<file path="src/ffwq_pkg.sv">
// ffwq_pkg: word types, status codes and controller states of the first-fit waiting queue.
// Used by the top level, the engine and the bench (ffwq_ram does not use it); depends on nothing.
`default_nettype none

package ffwq_pkg;

  localparam int KEY_W  = 64;
  localparam int SIZE_W = 8;
  localparam int STAT_W = 3;
  localparam int OCC_W  = 5;

  // Request kinds
  localparam logic REQ_INSERT = 1'b0;
  localparam logic REQ_REMOVE = 1'b1;

  // Result status codes
  localparam logic [STAT_W-1:0] ST_INSERTED  = 3'd0;
  localparam logic [STAT_W-1:0] ST_DUPLICATE = 3'd1;
  localparam logic [STAT_W-1:0] ST_FULL      = 3'd2;
  localparam logic [STAT_W-1:0] ST_REMOVED   = 3'd3;
  localparam logic [STAT_W-1:0] ST_EMPTY     = 3'd4;
  localparam logic [STAT_W-1:0] ST_NO_FIT    = 3'd5;

  typedef struct packed {
    logic              req_type;
    logic [KEY_W-1:0]  entry_key;
    logic [SIZE_W-1:0] size_value;
  } in_word_t;

  typedef struct packed {
    logic [STAT_W-1:0] status;
    logic [KEY_W-1:0]  found_key;
    logic [SIZE_W-1:0] found_size;
    logic [OCC_W-1:0]  occupancy;
  } out_word_t;

  // One queue entry as held in the RAM
  typedef struct packed {
    logic [KEY_W-1:0]  key;
    logic [SIZE_W-1:0] size;
  } entry_t;

  localparam int ENTRY_W = $bits(entry_t);

  typedef enum logic [1:0] {
    S_IDLE,
    S_SCAN,
    S_SHIFT,
    S_DONE
  } fsm_t;

  // Control from the top level to the engine
  typedef struct packed {
    logic start;
    logic res_take;
  } eng_ctl_t;

  // Status from the engine to the top level
  typedef struct packed {
    logic idle;
    logic res_valid;
  } eng_sts_t;

endpackage

`default_nettype wire

</file>
<file path="src/first_fit_waiting_queue.sv">
// first_fit_waiting_queue: top level; input handshake, result output register, engine instance.
// Depends on ffwq_pkg and ffwq_engine.
// Sequence from acceptance to out_valid:
//   insert: key scan, one entry per cycle, then append if no key matches;
//   removal: scan up to the hit, then compaction to the end;
//   full queue or empty queue: refused without a scan. One word at a time.
// Reset: queue empty, no word pending; RAM contents are left as they are and never used.
`default_nettype none

module first_fit_waiting_queue
  import ffwq_pkg::*;
#(
  parameter int QUEUE_DEPTH = 16
) (
  input  wire logic      clk,
  input  wire logic      rst_n,
  input  wire logic      in_valid,
  output logic           in_stall,
  input  wire in_word_t  in_word,
  output logic           out_valid,
  input  wire logic      out_stall,
  output out_word_t      out_word
);

  eng_ctl_t  ctl;
  eng_sts_t  sts;
  out_word_t eng_res;

  logic      out_valid_r, out_valid_nxt;
  out_word_t out_word_r;

  ffwq_engine #(
    .QUEUE_DEPTH (QUEUE_DEPTH)
  ) u_engine (
    .clk   (clk),
    .rst_n (rst_n),
    .ctl   (ctl),
    .req   (in_word),
    .sts   (sts),
    .res   (eng_res)
  );

  assign in_stall     = !sts.idle;
  assign ctl.start    = in_valid && sts.idle;
  // Take the result when the output register is free or draining
  assign ctl.res_take = sts.res_valid && (!out_valid_r || !out_stall);

  always_comb begin
    out_valid_nxt = out_valid_r;
    if (ctl.res_take) begin
      out_valid_nxt = 1'b1;
    end else if (!out_stall) begin
      out_valid_nxt = 1'b0;
    end
  end

  always_ff @(posedge clk) begin
    if (!rst_n) begin
      out_valid_r <= 1'b0;
    end else begin
      out_valid_r <= out_valid_nxt;
    end
  end

  always_ff @(posedge clk) begin
    if (ctl.res_take) begin
      out_word_r <= eng_res;
    end
  end

  assign out_valid = out_valid_r;
  assign out_word  = out_word_r;

`ifndef SYNTHESIS
  a_status_code: assert property (@(posedge clk) disable iff (!rst_n)
    out_valid_r |-> (out_word_r.status <= ST_NO_FIT))
    else $error("result word with unknown status");

  a_found_zero: assert property (@(posedge clk) disable iff (!rst_n)
    (out_valid_r && out_word_r.status != ST_REMOVED) |->
      (out_word_r.found_key == '0 && out_word_r.found_size == '0))
    else $error("found fields set without a removal");

  a_no_overwrite: assert property (@(posedge clk) disable iff (!rst_n)
    (out_valid_r && out_stall) |=> $stable(out_word_r))
    else $error("stalled result word overwritten");
`endif

endmodule

`default_nettype wire

</file>
<file path="src/ffwq_ram.sv">
// ffwq_ram: generic simple dual-port RAM, one write and one registered read port.
// Self-contained; no package needed.
`default_nettype none

module ffwq_ram #(
  parameter int WIDTH = 8,
  parameter int DEPTH = 16
) (
  input  wire logic                     clk,
  input  wire logic                     wr_en,
  input  wire logic [$clog2(DEPTH)-1:0] wr_addr,
  input  wire logic [WIDTH-1:0]         wr_data,
  input  wire logic [$clog2(DEPTH)-1:0] rd_addr,
  output logic      [WIDTH-1:0]         rd_data
);

  logic [WIDTH-1:0] mem [DEPTH];
  logic [WIDTH-1:0] rd_data_r;

  always_ff @(posedge clk) begin
    if (wr_en) begin
      mem[wr_addr] <= wr_data;
    end
    rd_data_r <= mem[rd_addr];
  end

  assign rd_data = rd_data_r;

endmodule

`default_nettype wire

</file>
<file path="src/ffwq_engine.sv">
// ffwq_engine: sequencer that scans, appends to and compacts the queue held in the entry RAM.
// Depends on ffwq_pkg and ffwq_ram.
`default_nettype none

module ffwq_engine
  import ffwq_pkg::*;
#(
  parameter int QUEUE_DEPTH = 16
) (
  input  wire logic     clk,
  input  wire logic     rst_n,
  input  wire eng_ctl_t ctl,
  input  wire in_word_t req,
  output eng_sts_t      sts,
  output out_word_t     res
);

  localparam int IDX_W = $clog2(QUEUE_DEPTH);
  localparam int CNT_W = $clog2(QUEUE_DEPTH + 1);
  localparam logic [CNT_W-1:0] FULL_CNT = CNT_W'(QUEUE_DEPTH);

  fsm_t              state_r, state_nxt;
  logic [CNT_W-1:0]  count_r, count_nxt;
  logic [CNT_W-1:0]  iss_r, iss_nxt;
  logic              pend_r, pend_nxt;
  logic [IDX_W-1:0]  pidx_r, pidx_nxt;
  in_word_t          req_r, req_nxt;
  logic [STAT_W-1:0] status_r, status_nxt;
  logic [KEY_W-1:0]  key_r, key_nxt;
  logic [SIZE_W-1:0] size_r, size_nxt;

  logic               ram_wen;
  logic [IDX_W-1:0]   ram_waddr;
  logic [ENTRY_W-1:0] ram_wdata;
  logic [ENTRY_W-1:0] ram_rdata;
  entry_t             rd_entry;
  logic               more;
  logic               hit;
  logic               refuse;

  ffwq_ram #(
    .WIDTH (ENTRY_W),
    .DEPTH (QUEUE_DEPTH)
  ) u_ram (
    .clk     (clk),
    .wr_en   (ram_wen),
    .wr_addr (ram_waddr),
    .wr_data (ram_wdata),
    .rd_addr (iss_r[IDX_W-1:0]),
    .rd_data (ram_rdata)
  );

  assign rd_entry = entry_t'(ram_rdata);
  assign more     = (iss_r < count_r);
  // Entry returned this cycle matches: equal key on insert, fits on removal
  assign hit      = pend_r && ((req_r.req_type == REQ_INSERT) ?
                               (rd_entry.key == req_r.entry_key) :
                               (rd_entry.size <= req_r.size_value));
  assign refuse   = ((req.req_type == REQ_INSERT) && (count_r == FULL_CNT)) ||
                    ((req.req_type == REQ_REMOVE) && (count_r == '0));

  // Next state
  always_comb begin
    state_nxt = state_r;
    unique case (state_r)
      S_IDLE: begin
        if (ctl.start) begin
          state_nxt = refuse ? S_DONE : S_SCAN;
        end
      end
      S_SCAN: begin
        if (hit) begin
          state_nxt = (req_r.req_type == REQ_INSERT) ? S_DONE : S_SHIFT;
        end else if (!more) begin
          state_nxt = S_DONE;
        end
      end
      S_SHIFT: begin
        if (!pend_r && !more) begin
          state_nxt = S_DONE;
        end
      end
      S_DONE: begin
        if (ctl.res_take) begin
          state_nxt = S_IDLE;
        end
      end
    endcase
  end

  // Datapath and RAM control
  always_comb begin
    count_nxt  = count_r;
    iss_nxt    = iss_r;
    pend_nxt   = pend_r;
    pidx_nxt   = pidx_r;
    req_nxt    = req_r;
    status_nxt = status_r;
    key_nxt    = key_r;
    size_nxt   = size_r;
    ram_wen    = 1'b0;
    ram_waddr  = count_r[IDX_W-1:0];
    ram_wdata  = ram_rdata;
    unique case (state_r)
      S_IDLE: begin
        if (ctl.start) begin
          req_nxt    = req;
          iss_nxt    = '0;
          pend_nxt   = 1'b0;
          key_nxt    = '0;
          size_nxt   = '0;
          status_nxt = (req.req_type == REQ_INSERT) ? ST_FULL : ST_EMPTY;
        end
      end
      S_SCAN: begin
        if (hit) begin
          pend_nxt = 1'b0;
          if (req_r.req_type == REQ_INSERT) begin
            status_nxt = ST_DUPLICATE;
          end else begin
            status_nxt = ST_REMOVED;
            key_nxt    = rd_entry.key;
            size_nxt   = rd_entry.size;
            iss_nxt    = CNT_W'(pidx_r) + CNT_W'(1);
          end
        end else if (more) begin
          pend_nxt = 1'b1;
          pidx_nxt = iss_r[IDX_W-1:0];
          iss_nxt  = iss_r + CNT_W'(1);
        end else begin
          pend_nxt = 1'b0;
          if (req_r.req_type == REQ_INSERT) begin
            // Append as newest entry
            ram_wen    = 1'b1;
            ram_waddr  = count_r[IDX_W-1:0];
            ram_wdata  = {req_r.entry_key, req_r.size_value};
            count_nxt  = count_r + CNT_W'(1);
            status_nxt = ST_INSERTED;
          end else begin
            status_nxt = ST_NO_FIT;
          end
        end
      end
      S_SHIFT: begin
        // Move each younger entry up one place
        if (pend_r) begin
          ram_wen   = 1'b1;
          ram_waddr = pidx_r - IDX_W'(1);
          ram_wdata = ram_rdata;
        end
        if (more) begin
          pend_nxt = 1'b1;
          pidx_nxt = iss_r[IDX_W-1:0];
          iss_nxt  = iss_r + CNT_W'(1);
        end else begin
          pend_nxt = 1'b0;
          if (!pend_r) begin
            count_nxt = count_r - CNT_W'(1);
          end
        end
      end
      S_DONE: begin
        pend_nxt = 1'b0;
      end
    endcase
  end

  always_ff @(posedge clk) begin
    if (!rst_n) begin
      state_r <= S_IDLE;
      count_r <= '0;
      pend_r  <= 1'b0;
    end else begin
      state_r <= state_nxt;
      count_r <= count_nxt;
      pend_r  <= pend_nxt;
    end
  end

  always_ff @(posedge clk) begin
    iss_r    <= iss_nxt;
    pidx_r   <= pidx_nxt;
    req_r    <= req_nxt;
    status_r <= status_nxt;
    key_r    <= key_nxt;
    size_r   <= size_nxt;
  end

  assign sts.idle      = (state_r == S_IDLE);
  assign sts.res_valid = (state_r == S_DONE);

  assign res.status     = status_r;
  assign res.found_key  = key_r;
  assign res.found_size = size_r;
  assign res.occupancy  = OCC_W'(count_r);

`ifndef SYNTHESIS
  a_count_bound: assert property (@(posedge clk) disable iff (!rst_n)
    count_r <= FULL_CNT)
    else $error("entry count beyond queue depth");

  a_write_in_range: assert property (@(posedge clk) disable iff (!rst_n)
    ram_wen |-> (CNT_W'(ram_waddr) < count_r) ||
                (state_r == S_SCAN && CNT_W'(ram_waddr) == count_r && count_r < FULL_CNT))
    else $error("RAM write outside the held entries");

  a_write_states: assert property (@(posedge clk) disable iff (!rst_n)
    ram_wen |-> (state_r == S_SCAN || state_r == S_SHIFT))
    else $error("RAM write outside scan or shift");

  a_idle_count: assert property (@(posedge clk) disable iff (!rst_n)
    (state_r == S_IDLE) |=> $stable(count_r))
    else $error("entry count changed while idle");

  a_removed_shrinks: assert property (@(posedge clk) disable iff (!rst_n)
    (state_r == S_SHIFT && state_nxt == S_DONE) |=> (count_r == $past(count_r) - CNT_W'(1)))
    else $error("removal did not shrink the queue");
`endif

endmodule

`default_nettype wire

</file>
<file path="config.mk">
export PLATFORM = sky130hd
export DESIGN_NAME = first_fit_waiting_queue
export DESIGN_NICKNAME = d
export VERILOG_FILES = /design/src/ffwq_pkg.sv /design/src/first_fit_waiting_queue.sv /design/src/ffwq_ram.sv /design/src/ffwq_engine.sv
export SDC_FILE = /design/constraint.sdc
export NUM_CORES = 1
export LEC_CHECK = 0
export ABC_CLOCK_PERIOD_IN_PS = 12500
export BUFFER_PORTS_ARGS = -buffer_cell sky130_fd_sc_hd__buf_4
export CAP_MARGIN = 20
export CORE_UTILIZATION = 35
export CTS_CLUSTER_SIZE = 16
export DETAILED_ROUTE_END_ITERATION = 6
export GPL_ROUTABILITY_DRIVEN = 0
export HOLD_SLACK_MARGIN = 0.06
export PLACE_DENSITY = 0.54
export SYNTH_ARGS = -nofsm -noshare
export SYNTH_HDL_FRONTEND = slang
export SYNTH_SLANG_ARGS = --single-unit
</file>
<file path="constraint.sdc">
create_clock -name clk -period 12.5 [get_ports clk]
set_input_delay 2.5 -clock clk [delete_from_list [all_inputs] [get_ports clk]]
set_output_delay 2.5 -clock clk [all_outputs]
set_load 0.1 [all_outputs]
</file>
# [Word-level counts from Yosys, hierarchy flattened]
# Memory sizes are Yosys's and may differ from the RTL's. A register that Yosys moved wholly into a read port is not among the register bits.
# Cells that the tools add are included.
[totals] elab_cells=125 ram_bits=1152 mem_count=1 reg_bits=246
[memory_table] memory="u_engine.u_ram.mem" words=16 width=72 read_ports=1 rd_ports_with_merged_regs=1 wr=1 line="ffwq_ram.sv:17" rtl="logic [WIDTH-1:0] mem [DEPTH];"
[op_classes] order_cmp=2 addsub=5 n_mux=57 bitwise_logic=1 eq_ne=18 reduce_logical=25
[ops] op="72-bit two-way mux" count=4
[ops] op="64-bit two-way mux" count=3
[ops] op="64-bit one-hot mux with 2 select lines" count=1
[ops] op="64-bit == test" count=1
[ops] op="5-bit two-way mux" count=9
[ops] op="8-bit two-way mux" count=3
[ops] op="4-bit two-way mux" count=4
[ops] op="8-bit one-hot mux with 2 select lines" count=1
[ops] op="3-bit two-way mux" count=5
[ops] op="5-bit one-hot mux with 3 select lines" count=1
[ops] op="2-bit two-way mux" count=7
[ops] op="2-bit inequality test (second input constant)" count=7
[ops] op="1-bit two-way mux" count=13
[ops] op="5-bit by 1-bit adder with 5-bit output (second input constant)" count=2
[ops] op="5-bit one-hot mux with 2 select lines" count=1
[ops] op="8-bit less-or-equal comparator" count=1
[ops] op="2-bit by 1-bit inequality test with 1-bit output (second input constant)" count=4
[ops] op="2-bit one-hot mux with 4 select lines" count=1
[ops] op="4-bit one-hot mux with 2 select lines" count=1
[ops] op="4-bit AND reduction" count=2
[ops] op="1-bit logical AND" count=6
[ops] op="3-bit one-hot mux with 2 select lines" count=1
[ops] op="3-bit AND reduction" count=2
[ops] op="6-bit AND reduction" count=1
[ops] op="19 further kinds" count=27

# [Longest topological paths before layout]
# Gate-level depths: netlist (run 1).
[depth] depth_word=7 mapped_depth=11 ltp_nobuf=10

# [Hierarchy]
# A second synthesis (run 1) with hierarchy kept.
[unflattened] cells_unflattened=2521 hier_area_um2=55187.9
[by_module_without_submodules] mod="ffwq_ram" instances=1 area_per_inst_um2=44550.2 cells_each=1850 seq_area_each_um2=36034.6
[by_module_without_submodules] mod="ffwq_engine" instances=1 area_per_inst_um2=8186.6 cells_each=585 seq_area_each_um2=4874.7
[by_module_without_submodules] mod="first_fit_waiting_queue" instances=1 area_per_inst_um2=2451.1 cells_each=86 seq_area_each_um2=2422.3

# [Worst setup path after synthesis (run 1)]
# No wires, ideal clock.
[synth_timing] path_type="input-to-reg" start="in out_stall" end="reg out_word_r (netlist bit out_word[0]) (enable)" n_path_buf=0 stages=1 t_required_ns=11.860 setup_slack_ns=3.546 arrival_time_ns=8.315 setup_ns=0.640 path_cell_list="a21boi_0"
[synth_between] elab_chain_len=3
[synth_rtl] element="start: declaration" line="first_fit_waiting_queue.sv:21" rtl="input wire logic out_stall,"
[synth_rtl] element="1-bit logical NOT"
[synth_rtl] element="1-bit logical OR" line="first_fit_waiting_queue.sv:46" rtl="assign ctl.res_take = sts.res_valid && (!out_valid_r || !out_stall);"
[synth_rtl] element="1-bit logical AND" line="first_fit_waiting_queue.sv:46"
[synth_rtl] element="end signal: assignment" line="first_fit_waiting_queue.sv:67" rtl="out_word_r <= eng_res;"
[synth_rtl] element="end: declaration" line="first_fit_waiting_queue.sv:30" rtl="out_word_t out_word_r;"
# No other way between the ends.
# A chain may end at the register's enable or synchronous reset.

# [Final worst setup path (run 1)]
[layout_timing] start="reg u_engine.req_r[63] (netlist bit)" end="mem u_engine.u_ram.mem[1][35] (netlist bit) (enable)"
[layout_between] elab_chain_len=7
[layout_rtl] element="start: declaration" line="ffwq_engine.sv:27" rtl="in_word_t req_r, req_nxt;"
[layout_rtl] element="start signal: assignment" line="ffwq_engine.sv:183" rtl="req_r <= req_nxt;"
[layout_rtl] element="64-bit == test" line="ffwq_engine.sv:57" rtl="(rd_entry.key == req_r.entry_key) :"
[layout_rtl] element="1-bit two-way mux" line="ffwq_engine.sv:56" rtl="assign hit = pend_r && ((req_r.req_type == REQ_INSERT) ?"
[layout_rtl] element="1-bit logical AND" line="ffwq_engine.sv:56"
[layout_rtl] element="1-bit two-way mux" line="ffwq_engine.sv:116" rtl="if (hit) begin"
[layout_rtl] element="1-bit one-hot mux with 2 select lines" line="ffwq_engine.sv:104" rtl="unique case (state_r)"
[layout_rtl] element="1-bit two-way mux" line="ffwq_ram.sv:21" rtl="if (wr_en) begin"
[layout_rtl] element="1-bit two-way mux (implied by the code)" line="ffwq_ram.sv:22" rtl="mem[wr_addr] <= wr_data;"
[layout_rtl] element="end: declaration" line="ffwq_ram.sv:17"
# No other way between the ends.

==> results of run 1 <==
-- logic make-up after synthesis --
family          count (synthesis)  share of synthesized area, %
mux                           433                         16.47
xor+xnor                       76                         1.204
flops                        1470                         78.37
fa+ha+maj                      23                        0.5340
simple gates                  168                         1.686
buf+inv                       127                        0.9413
compound gates                 65                        0.7988
-- power by group through the flow --
| stage | clock network (mW) | registers, mW | logic, mW |
|---|---|---|---|
| finish | 4.48 | 6.82 | 3.76 |
| global route | 4.76 | 6.86 | 4.03 |
| CTS | 4.58 | 6.83 | 3.83 |
| global placement | 0 | 6.91 | 3.74 |
| detailed placement | 0 | 6.92 | 3.82 |
| floorplan | 0 | 7.05 | 2.39 |
-- how the worst min path moves through the flow --
stage,cells after the start,slack [ps],endpoint
finish,0,410,out_word[50]$_DFFE_PP_
global route,0,410,out_word[50]$_DFFE_PP_
CTS,0,410,out_word[50]$_DFFE_PP_
detailed placement,0,410,out_word[45]$_DFFE_PP_
global placement,0,410,out_word[70]$_DFFE_PP_
floorplan,0,400,out_word[10]$_DFFE_PP_
-- cells in the mapped netlist (all sizes together), types with 2 or more instances --
library cell / number / share of area, %
nor4: 18 / 0.23
mux4: 360 / 15
nand3: 10 / 0.091
a21oi: 16 / 0.14
o31ai: 3 / 0.041
clkbuf: 71 / 0.48
xnor2: 6 / 0.095
nand2: 23 / 0.16
a31oi: 4 / 0.072
mux2i: 2 / 0.036
nand4: 8 / 0.091
nor3: 3 / 0.027
a311oi: 2 / 0.032
a21o: 3 / 0.041
a31o: 2 / 0.032
a21boi: 4 / 0.054
nand3b: 2 / 0.027
a211oi: 2 / 0.027
ha: 22 / 0.50
xor2: 70 / 1.1
buf: 29 / 0.28
nor2: 25 / 0.17
dfxtp: 81 / 2.9
nor2b: 2 / 0.023
inv: 26 / 0.18
and2: 74 / 0.84
edfxtp: 1389 / 75
mux2: 71 / 1.8
o22ai: 5 / 0.057
o21a: 2 / 0.027
o21ai: 12 / 0.11
o211ai: 2 / 0.027
-- worst reg2reg max path: stages, from the launching register on --
cell                       delay, ps
sky130_fd_sc_hd__edfxtp_1        410
sky130_fd_sc_hd__xor2_1          190
sky130_fd_sc_hd__nor4_1          890
sky130_fd_sc_hd__nand4_1         280
sky130_fd_sc_hd__nor4_4          820
sky130_fd_sc_hd__a311oi_4        180
sky130_fd_sc_hd__buf_4           440
sky130_fd_sc_hd__a22oi_2         960
sky130_fd_sc_hd__nor2_4           50
sky130_fd_sc_hd__buf_4           370
sky130_fd_sc_hd__buf_4           500
-- layer usage --
metal / wire (um) / track usage [%] / share of wire, %
met1: 59940 / 23.89 / 44
met2: 65940 / 27.89 / 49
met3: 6684 / 2.741 / 5.0
met4: 2243 / 4.178 / 1.7
met5: 0 / 0 / 0
-- sequential cells by signal (all words and copies together), names as in the netlist, 2 cells and up --
| register | cells |
|---|---|
| u_engine.u_ram.rd_data | 72 |
| u_engine.size_r | 8 |
| u_engine.count_r | 5 |
| out_word | 80 |
| u_engine.u_ram.mem | 1152 |
| u_engine.pidx_r | 4 |
| u_engine.key_r | 64 |
| u_engine.state_r | 2 |
| u_engine.req_r | 73 |
| u_engine.iss_r | 5 |
| u_engine.status_r | 3 |
-- through the flow --
step                      cells  total power [mW]  worst slack, ps  util (%)
after detailed placement   4530             10.74             6911     37.84
after CTS                  4815             15.24             6902     41.00
final                      4817             15.06             6966     41.01
after floorplan            2362             9.439             3546         -
after global routing       4816             15.65             6849     41.01
after global placement     4530             10.65             7035     37.84
-- area by class of cell --
class / count / area (um^2)
Clock inverter: 83 / 849.6
Clock buffer: 202 / 4105
Multi-Input combinational cell: 765 / 11610
Antenna cell: 1 / 2.502
Inverter: 27 / 103.9
Timing Repair Buffer: 211 / 1634
Fill cell: 13525 / 92350
Tap cell: 2058 / 2575
Sequential cell: 1470 / 43330
==> results.json, run 1 <==
{
  "comb_power_share_pct": 25.0,
  "detailed_place_hpwl_um": 73500,
  "tritoncts": "done",
  "crit_path_cell_trace": "xor2_1 -> nor4_1 -> nand4_1 -> nor4_4 -> a311oi_4 -> buf_4 -> a22oi_2 -> nor2_4 -> buf_4 -> buf_4",
  "grt_setup_unrepaired": "no",
  "min-delay-start": "u_engine.key_r[37]$_SDFFCE_PP0P_",
  "dpl_cell_area_mm2": 0.05924,
  "yosysWarningCount": 0,
  "cts.htree.levels": 4,
  "clkSinkCount": 1470,
  "p_leak_nw": 20.26,
  "grt_pass1_wl_um": 193700,
  "stages_on_the_worst_setup_path": 10,
  "final.period_utilization_pct": 44.27,
  "worstReg2RegStart": "u_engine.req_r[63]$_DFFE_PP_",
  "final_cell_mix": "sky130_fd_sc_hd__edfxtp_1 (1,389), sky130_fd_sc_hd__mux4_2 (360), sky130_fd_sc_hd__buf_4 (207), sky130_fd_sc_hd__clkbuf_16 (155), sky130_fd_sc_hd__dfxtp_1 (81)",
  "ys_seq_area_share_pct": 78.37,
  "worst_setup_hold_path_clk_slew_ps": 60,
  "drt.antenna.violating_nets": 0,
  "postcts_setup_bufs": 0,
  "setup_violating_endpoint_count_in_the_final_report": 0,
  "fin_area_mm2": 0.06422,
  "p_sw_share_pct": 29.75,
  "die_x_um": 399.5,
  "drv_slew": 0,
  "cts_buffer_depth": 3,
  "r2r_slack_ps": 6970,
  "buffer_ports.inserted": 158,
  "drcViolationCount": 0,
  "critPathKind": "register to register",
  "die_area_mm2": 0.1596,
  "clock_power_share_pct": 29.7,
  "cap_viol_max_count": 0,
  "post_layout_min_period_ps": 5534,
  "p_int_mw": 10.58,
  "antenna_found_initial": 4,
  "p_sw_mw": 4.481,
  "holdCritPathClass": "register to register",
  "cts.repair.resized": 0,
  "setup-tns-final_ps": 0,
  "max_slew.worst_pin.slew_ps": 1080,
  "crit_arrival_ps": 5940,
  "insertion_delay_ps": 790,
  "first_global_vias": 26701,
  "die_height_um": 399.5,
  "crit_path_max_fanout": 42,
  "synth_area_per_cell_um2": 23.41,
  "status": "completed",
  "core_area_mm2": 0.1566,
  "most_common_cell_after_layout_fill_and_taps_aside": "sky130_fd_sc_hd__edfxtp_1",
  "pwr_density_cell_mw_per_mm2": 234.6,
  "timing.critical_path.mode_cell": "sky130_fd_sc_hd__buf_4",
  "crit_required_ps": 12910,
  "detailedRoute.firstPassIterationCount": 5,
  "slew-limit-headroom_pct": 28.02,
  "ctsHoldBuffers": 0,
  "setup.worst_path.start_class": "register",
  "cts_inserted_buffers": 153,
  "crit_end_element": "register",
  "grt.overflow.total": 0,
  "regToRegEndpoint": "u_engine.u_ram.mem[1][35]$_DFFE_PP_",
  "clock_tree.root_cell": "sky130_fd_sc_hd__clkbuf_16",
  "setup.worst_path.start": "u_engine.req_r[63]$_DFFE_PP_",
  "syn_nets": 2462,
  "detailroute.via_count": 25038,
  "timing.final.hold_violations": 0,
  "synth_top_flop_cell": "sky130_fd_sc_hd__edfxtp_1",
  "cell_with_the_largest_stage_delay_on_the_worst_path": "sky130_fd_sc_hd__a22oi_2",
  "synth.cell_area_mm2": 0.05529,
  "wire_per_inst_um": 27.99,
  "fp-row-count": 145,
  "vias_per_cell": 5.198,
  "synth_edf_count": 1389,
  "critical-path-top-delay-family": "simple AND/OR/NAND/NOR gates",
  "sequentialPowerShare_pct": 45.3,
  "worstRegToRegCells": 10,
  "initial_core_util_pct": 35.32,
  "detailedRoute.firstIterationViolations": 2420,
  "yosys_register_bits": 1470,
  "globalRouteTotalUtil_pct": 17.07,
  "cp_slowest_stage_delay_ps": 950,
  "maximum_clock_skew_at_final_layout_ps": 29.76,
  "hold_ws_ps": 408.2,
  "endpoint": "u_engine.u_ram.mem[1][35]$_DFFE_PP_",
  "largest_net_degree_at_the_start_of_global_routing": 129,
  "fmaxAchievable_ghz": 0.1807,
  "io_pins": 159,
  "synth_async_sr_flop_share_pct": 0,
  "post_synth_num_cell_types": 51,
  "cp_num_buf_inv": 3,
  "peakVddDrop_mv": 0.1666,
  "nets": 2728,
  "layout-area-overhead-vs-synth_pct": 16.14,
  "routed_wl_um": 134800,
  "drive_gt1_share_pct": 32.27,
  "post_synth_inst_count": 2362
}
No activity file was read; power rests on OpenSTA's default activity.
==> inputs of run 2 (changes only) <==
--- a/config.mk
+++ b/config.mk
@@ -5,7 +5,7 @@
 export SDC_FILE = /design/constraint.sdc
 export NUM_CORES = 1
 export LEC_CHECK = 0
-export ABC_CLOCK_PERIOD_IN_PS = 12500
+export ABC_CLOCK_PERIOD_IN_PS = 4520
 export BUFFER_PORTS_ARGS = -buffer_cell sky130_fd_sc_hd__buf_4
 export CAP_MARGIN = 20
 export CORE_UTILIZATION = 35
@@ -13,7 +13,7 @@
 export DETAILED_ROUTE_END_ITERATION = 6
 export GPL_ROUTABILITY_DRIVEN = 0
 export HOLD_SLACK_MARGIN = 0.06
-export PLACE_DENSITY = 0.54
+export PLACE_DENSITY = 0.56
 export SYNTH_ARGS = -nofsm -noshare
 export SYNTH_HDL_FRONTEND = slang
 export SYNTH_SLANG_ARGS = --single-unit
==> constraint.sdc (replaced) <==
create_clock -name clk -period 4.52 [get_ports clk]
set_input_delay 0.904 -clock clk [delete_from_list [all_inputs] [get_ports clk]]
set_output_delay 0.904 -clock clk [all_outputs]
set_load 0.1 [all_outputs]
==> results.json, run 2 (same netlist as run 1, synthesis figures left out) <==
{
  "setup.worst_path.start_class": "register",
  "final.period_utilization_pct": 91.62,
  "initial_core_util_pct": 35.32,
  "max_slew.worst_pin.slew_ps": 1131,
  "antenna_found_initial": 9,
  "timing.final.hold_violations": 0,
  "crit_end_element": "register",
  "setup_violating_endpoint_count_in_the_final_report": 0,
  "die_height_um": 399.5,
  "drcViolationCount": 0,
  "peakVddDrop_mv": 0.5403,
  "most_common_cell_after_layout_fill_and_taps_aside": "sky130_fd_sc_hd__edfxtp_1",
  "cts_inserted_buffers": 156,
  "fmaxAchievable_ghz": 0.2415,
  "globalRouteTotalUtil_pct": 17.28,
  "pwr_density_cell_mw_per_mm2": 643.1,
  "critPathKind": "register to register",
  "ctsHoldBuffers": 0,
  "p_total_mw": 42.00,
  "die_area_mm2": 0.1596,
  "worst_setup_hold_path_clk_slew_ps": 60,
  "crit_path_cell_trace": "xor2_1 -> nor4_1 -> nand4_1 -> nor4_4 -> a311oi_4 -> a31oi_4 -> buf_4 -> nor2_4 -> buf_4",
  "r2r_slack_ps": 380,
  "buffer_ports.inserted": 158,
  "first_global_vias": 26139,
  "clock_tree.root_cell": "sky130_fd_sc_hd__clkbuf_16",
  "crit_required_ps": 4990,
  "routed_wl_um": 137700,
  "crit_arrival_ps": 4610,
  "cell_with_the_largest_stage_delay_on_the_worst_path": "sky130_fd_sc_hd__nor2_4",
  "clkSinkCount": 1470,
  "drive_gt1_share_pct": 33.16,
  "endpoint": "u_engine.u_ram.mem[14][55]$_DFFE_PP_",
  "die_x_um": 399.5,
  "nets": 2772,
  "largest_net_degree_at_the_start_of_global_routing": 175,
  "cap_viol_max_count": 0,
  "largest_register_ffs": 1152,
  "worstReg2RegStart": "u_engine.req_r[31]$_DFFE_PP_",
  "slew-limit-headroom_pct": 24.41,
  "post_layout_min_period_ps": 4141,
  "core_area_mm2": 0.1566,
  "detailedRoute.firstIterationViolations": 2496,
  "setup.worst_path.start": "u_engine.req_r[31]$_DFFE_PP_",
  "fillCellCount": 13376,
  "worstRegToRegCells": 9,
  "maximum_clock_skew_at_final_layout_ps": 29.59,
  "timing.critical_path.mode_cell": "sky130_fd_sc_hd__buf_4",
  "drt.antenna.violating_nets": 0,
  "final_cell_mix": "sky130_fd_sc_hd__edfxtp_1 (1,389), sky130_fd_sc_hd__mux4_2 (360), sky130_fd_sc_hd__buf_4 (193), sky130_fd_sc_hd__clkbuf_16 (159), sky130_fd_sc_hd__dfxtp_1 (81)",
  "status": "completed",
  "drv_slew": 0,
  "regToRegEndpoint": "u_engine.u_ram.mem[14][55]$_DFFE_PP_",
  "detailedRoute.firstPassIterationCount": 5,
  "layout-area-overhead-vs-synth_pct": 18.12,
  "grt_setup_unrepaired": "no",
  "holdCritPathClass": "input port to register",
  "grt.overflow.total": 0,
  "crit_path_max_fanout": 15,
  "vias_per_cell": 5.225,
  "grt_pass1_wl_um": 193900,
  "cts.htree.levels": 4,
  "cp_slowest_stage_delay_ps": 760,
  "tritoncts": "done",
  "io_pins": 159,
  "postLayoutCoreUtil_pct": 41.72,
  "p_leak_nw": 20.67,
  "cts_buffer_depth": 3,
  "registers.top_by_ff_count": "u_engine.u_ram.mem",
  "detailed_place_hpwl_um": 78090,
  "wire_per_inst_um": 28.31,
  "fp-row-count": 145,
  "insertion_delay_ps": 790,
  "detailroute.via_count": 25422
}
==> run 2: worst min-delay path by stage <==
stage,start,to,depth (start not counted)
after floorplan,u_engine.size_r[5]$_SDFFCE_PP0P_,out_word[10]$_DFFE_PP_,0
after global placement,u_engine.key_r[35]$_SDFFCE_PP0P_,out_word[48]$_DFFE_PP_,0
after detailed placement,u_engine.key_r[35]$_SDFFCE_PP0P_,out_word[48]$_DFFE_PP_,0
after CTS,in_word[60],u_engine.req_r[60]$_DFFE_PP_,1
after global routing,in_word[31],u_engine.req_r[31]$_DFFE_PP_,1
final,in_word[27],u_engine.req_r[27]$_DFFE_PP_,1
==> run 2: area by class of cell <==
class | instances | area [um^2] | share of cell area (%)
Inverter | 27 | 103.9 | 0.1590
Sequential cell | 1470 | 43330 | 66.34
Timing Repair Buffer | 252 | 2638 | 4.038
Multi-Input combinational cell | 765 | 11620 | 17.79
Tap cell | 2058 | 2575 | 3.942
Clock inverter | 74 | 784.5 | 1.201
Clock buffer | 217 | 4257 | 6.517
Antenna cell | 2 | 5.005 | 0.007663
==> run 2: metal layers <==
metal | vias to the layer above | share of wire, % | track usage, %
met2 | 925 | 48 | 27.60
li1 | 10547 | - | -
met3 | 161 | 6.7 | 3.437
met1 | 13789 | 43 | 24.31
met4 | 0 | 1.8 | 4.192
met5 | - | 0 | 0
==> run 2: power by group <==
group          internal, mW  total (mW)  switching [mW]
Clock                  7.26        12.5            5.28
Sequential             18.2        19.1           0.904
Combinational          4.10        10.4            6.28
Total                  29.5        42.0            12.5
==> run 2: per-stage QoR <==
stage	hold slack, ps	setup slack, ps	std cells	area, um^2	setup TNS [ps]
3_3_place_gp	402.2	111.7	4570	60220	0
6_report	290.9	379.0	4865	65320	0
3_5_place_dp	404.5	108.9	4572	60260	0
2_1_floorplan	400.3	-922.8	2362	55300	-1052710
5_1_grt	247.9	270.3	4863	65310	0
4_1_cts	225.1	75.35	4863	65300	0
==> run 2: critical path: cells and delay by family (launching register included) <==
family / cells / cell delay, ps
buffers and inverters: 2 / 560
DFF: 1 / 490
AOI/OAI and AO/OA: 2 / 660
xor gates and xnor gates: 1 / 630
and+or+nand+nor: 4 / 1460
==> run 2: repair_timing <==
| action | in CTS | in global routing |
|---|---|---|
| buffers inserted | 0 | 0 |
| gates resized for setup | 0 | 1 |
| setup endpoints to repair | 0 | 3 |
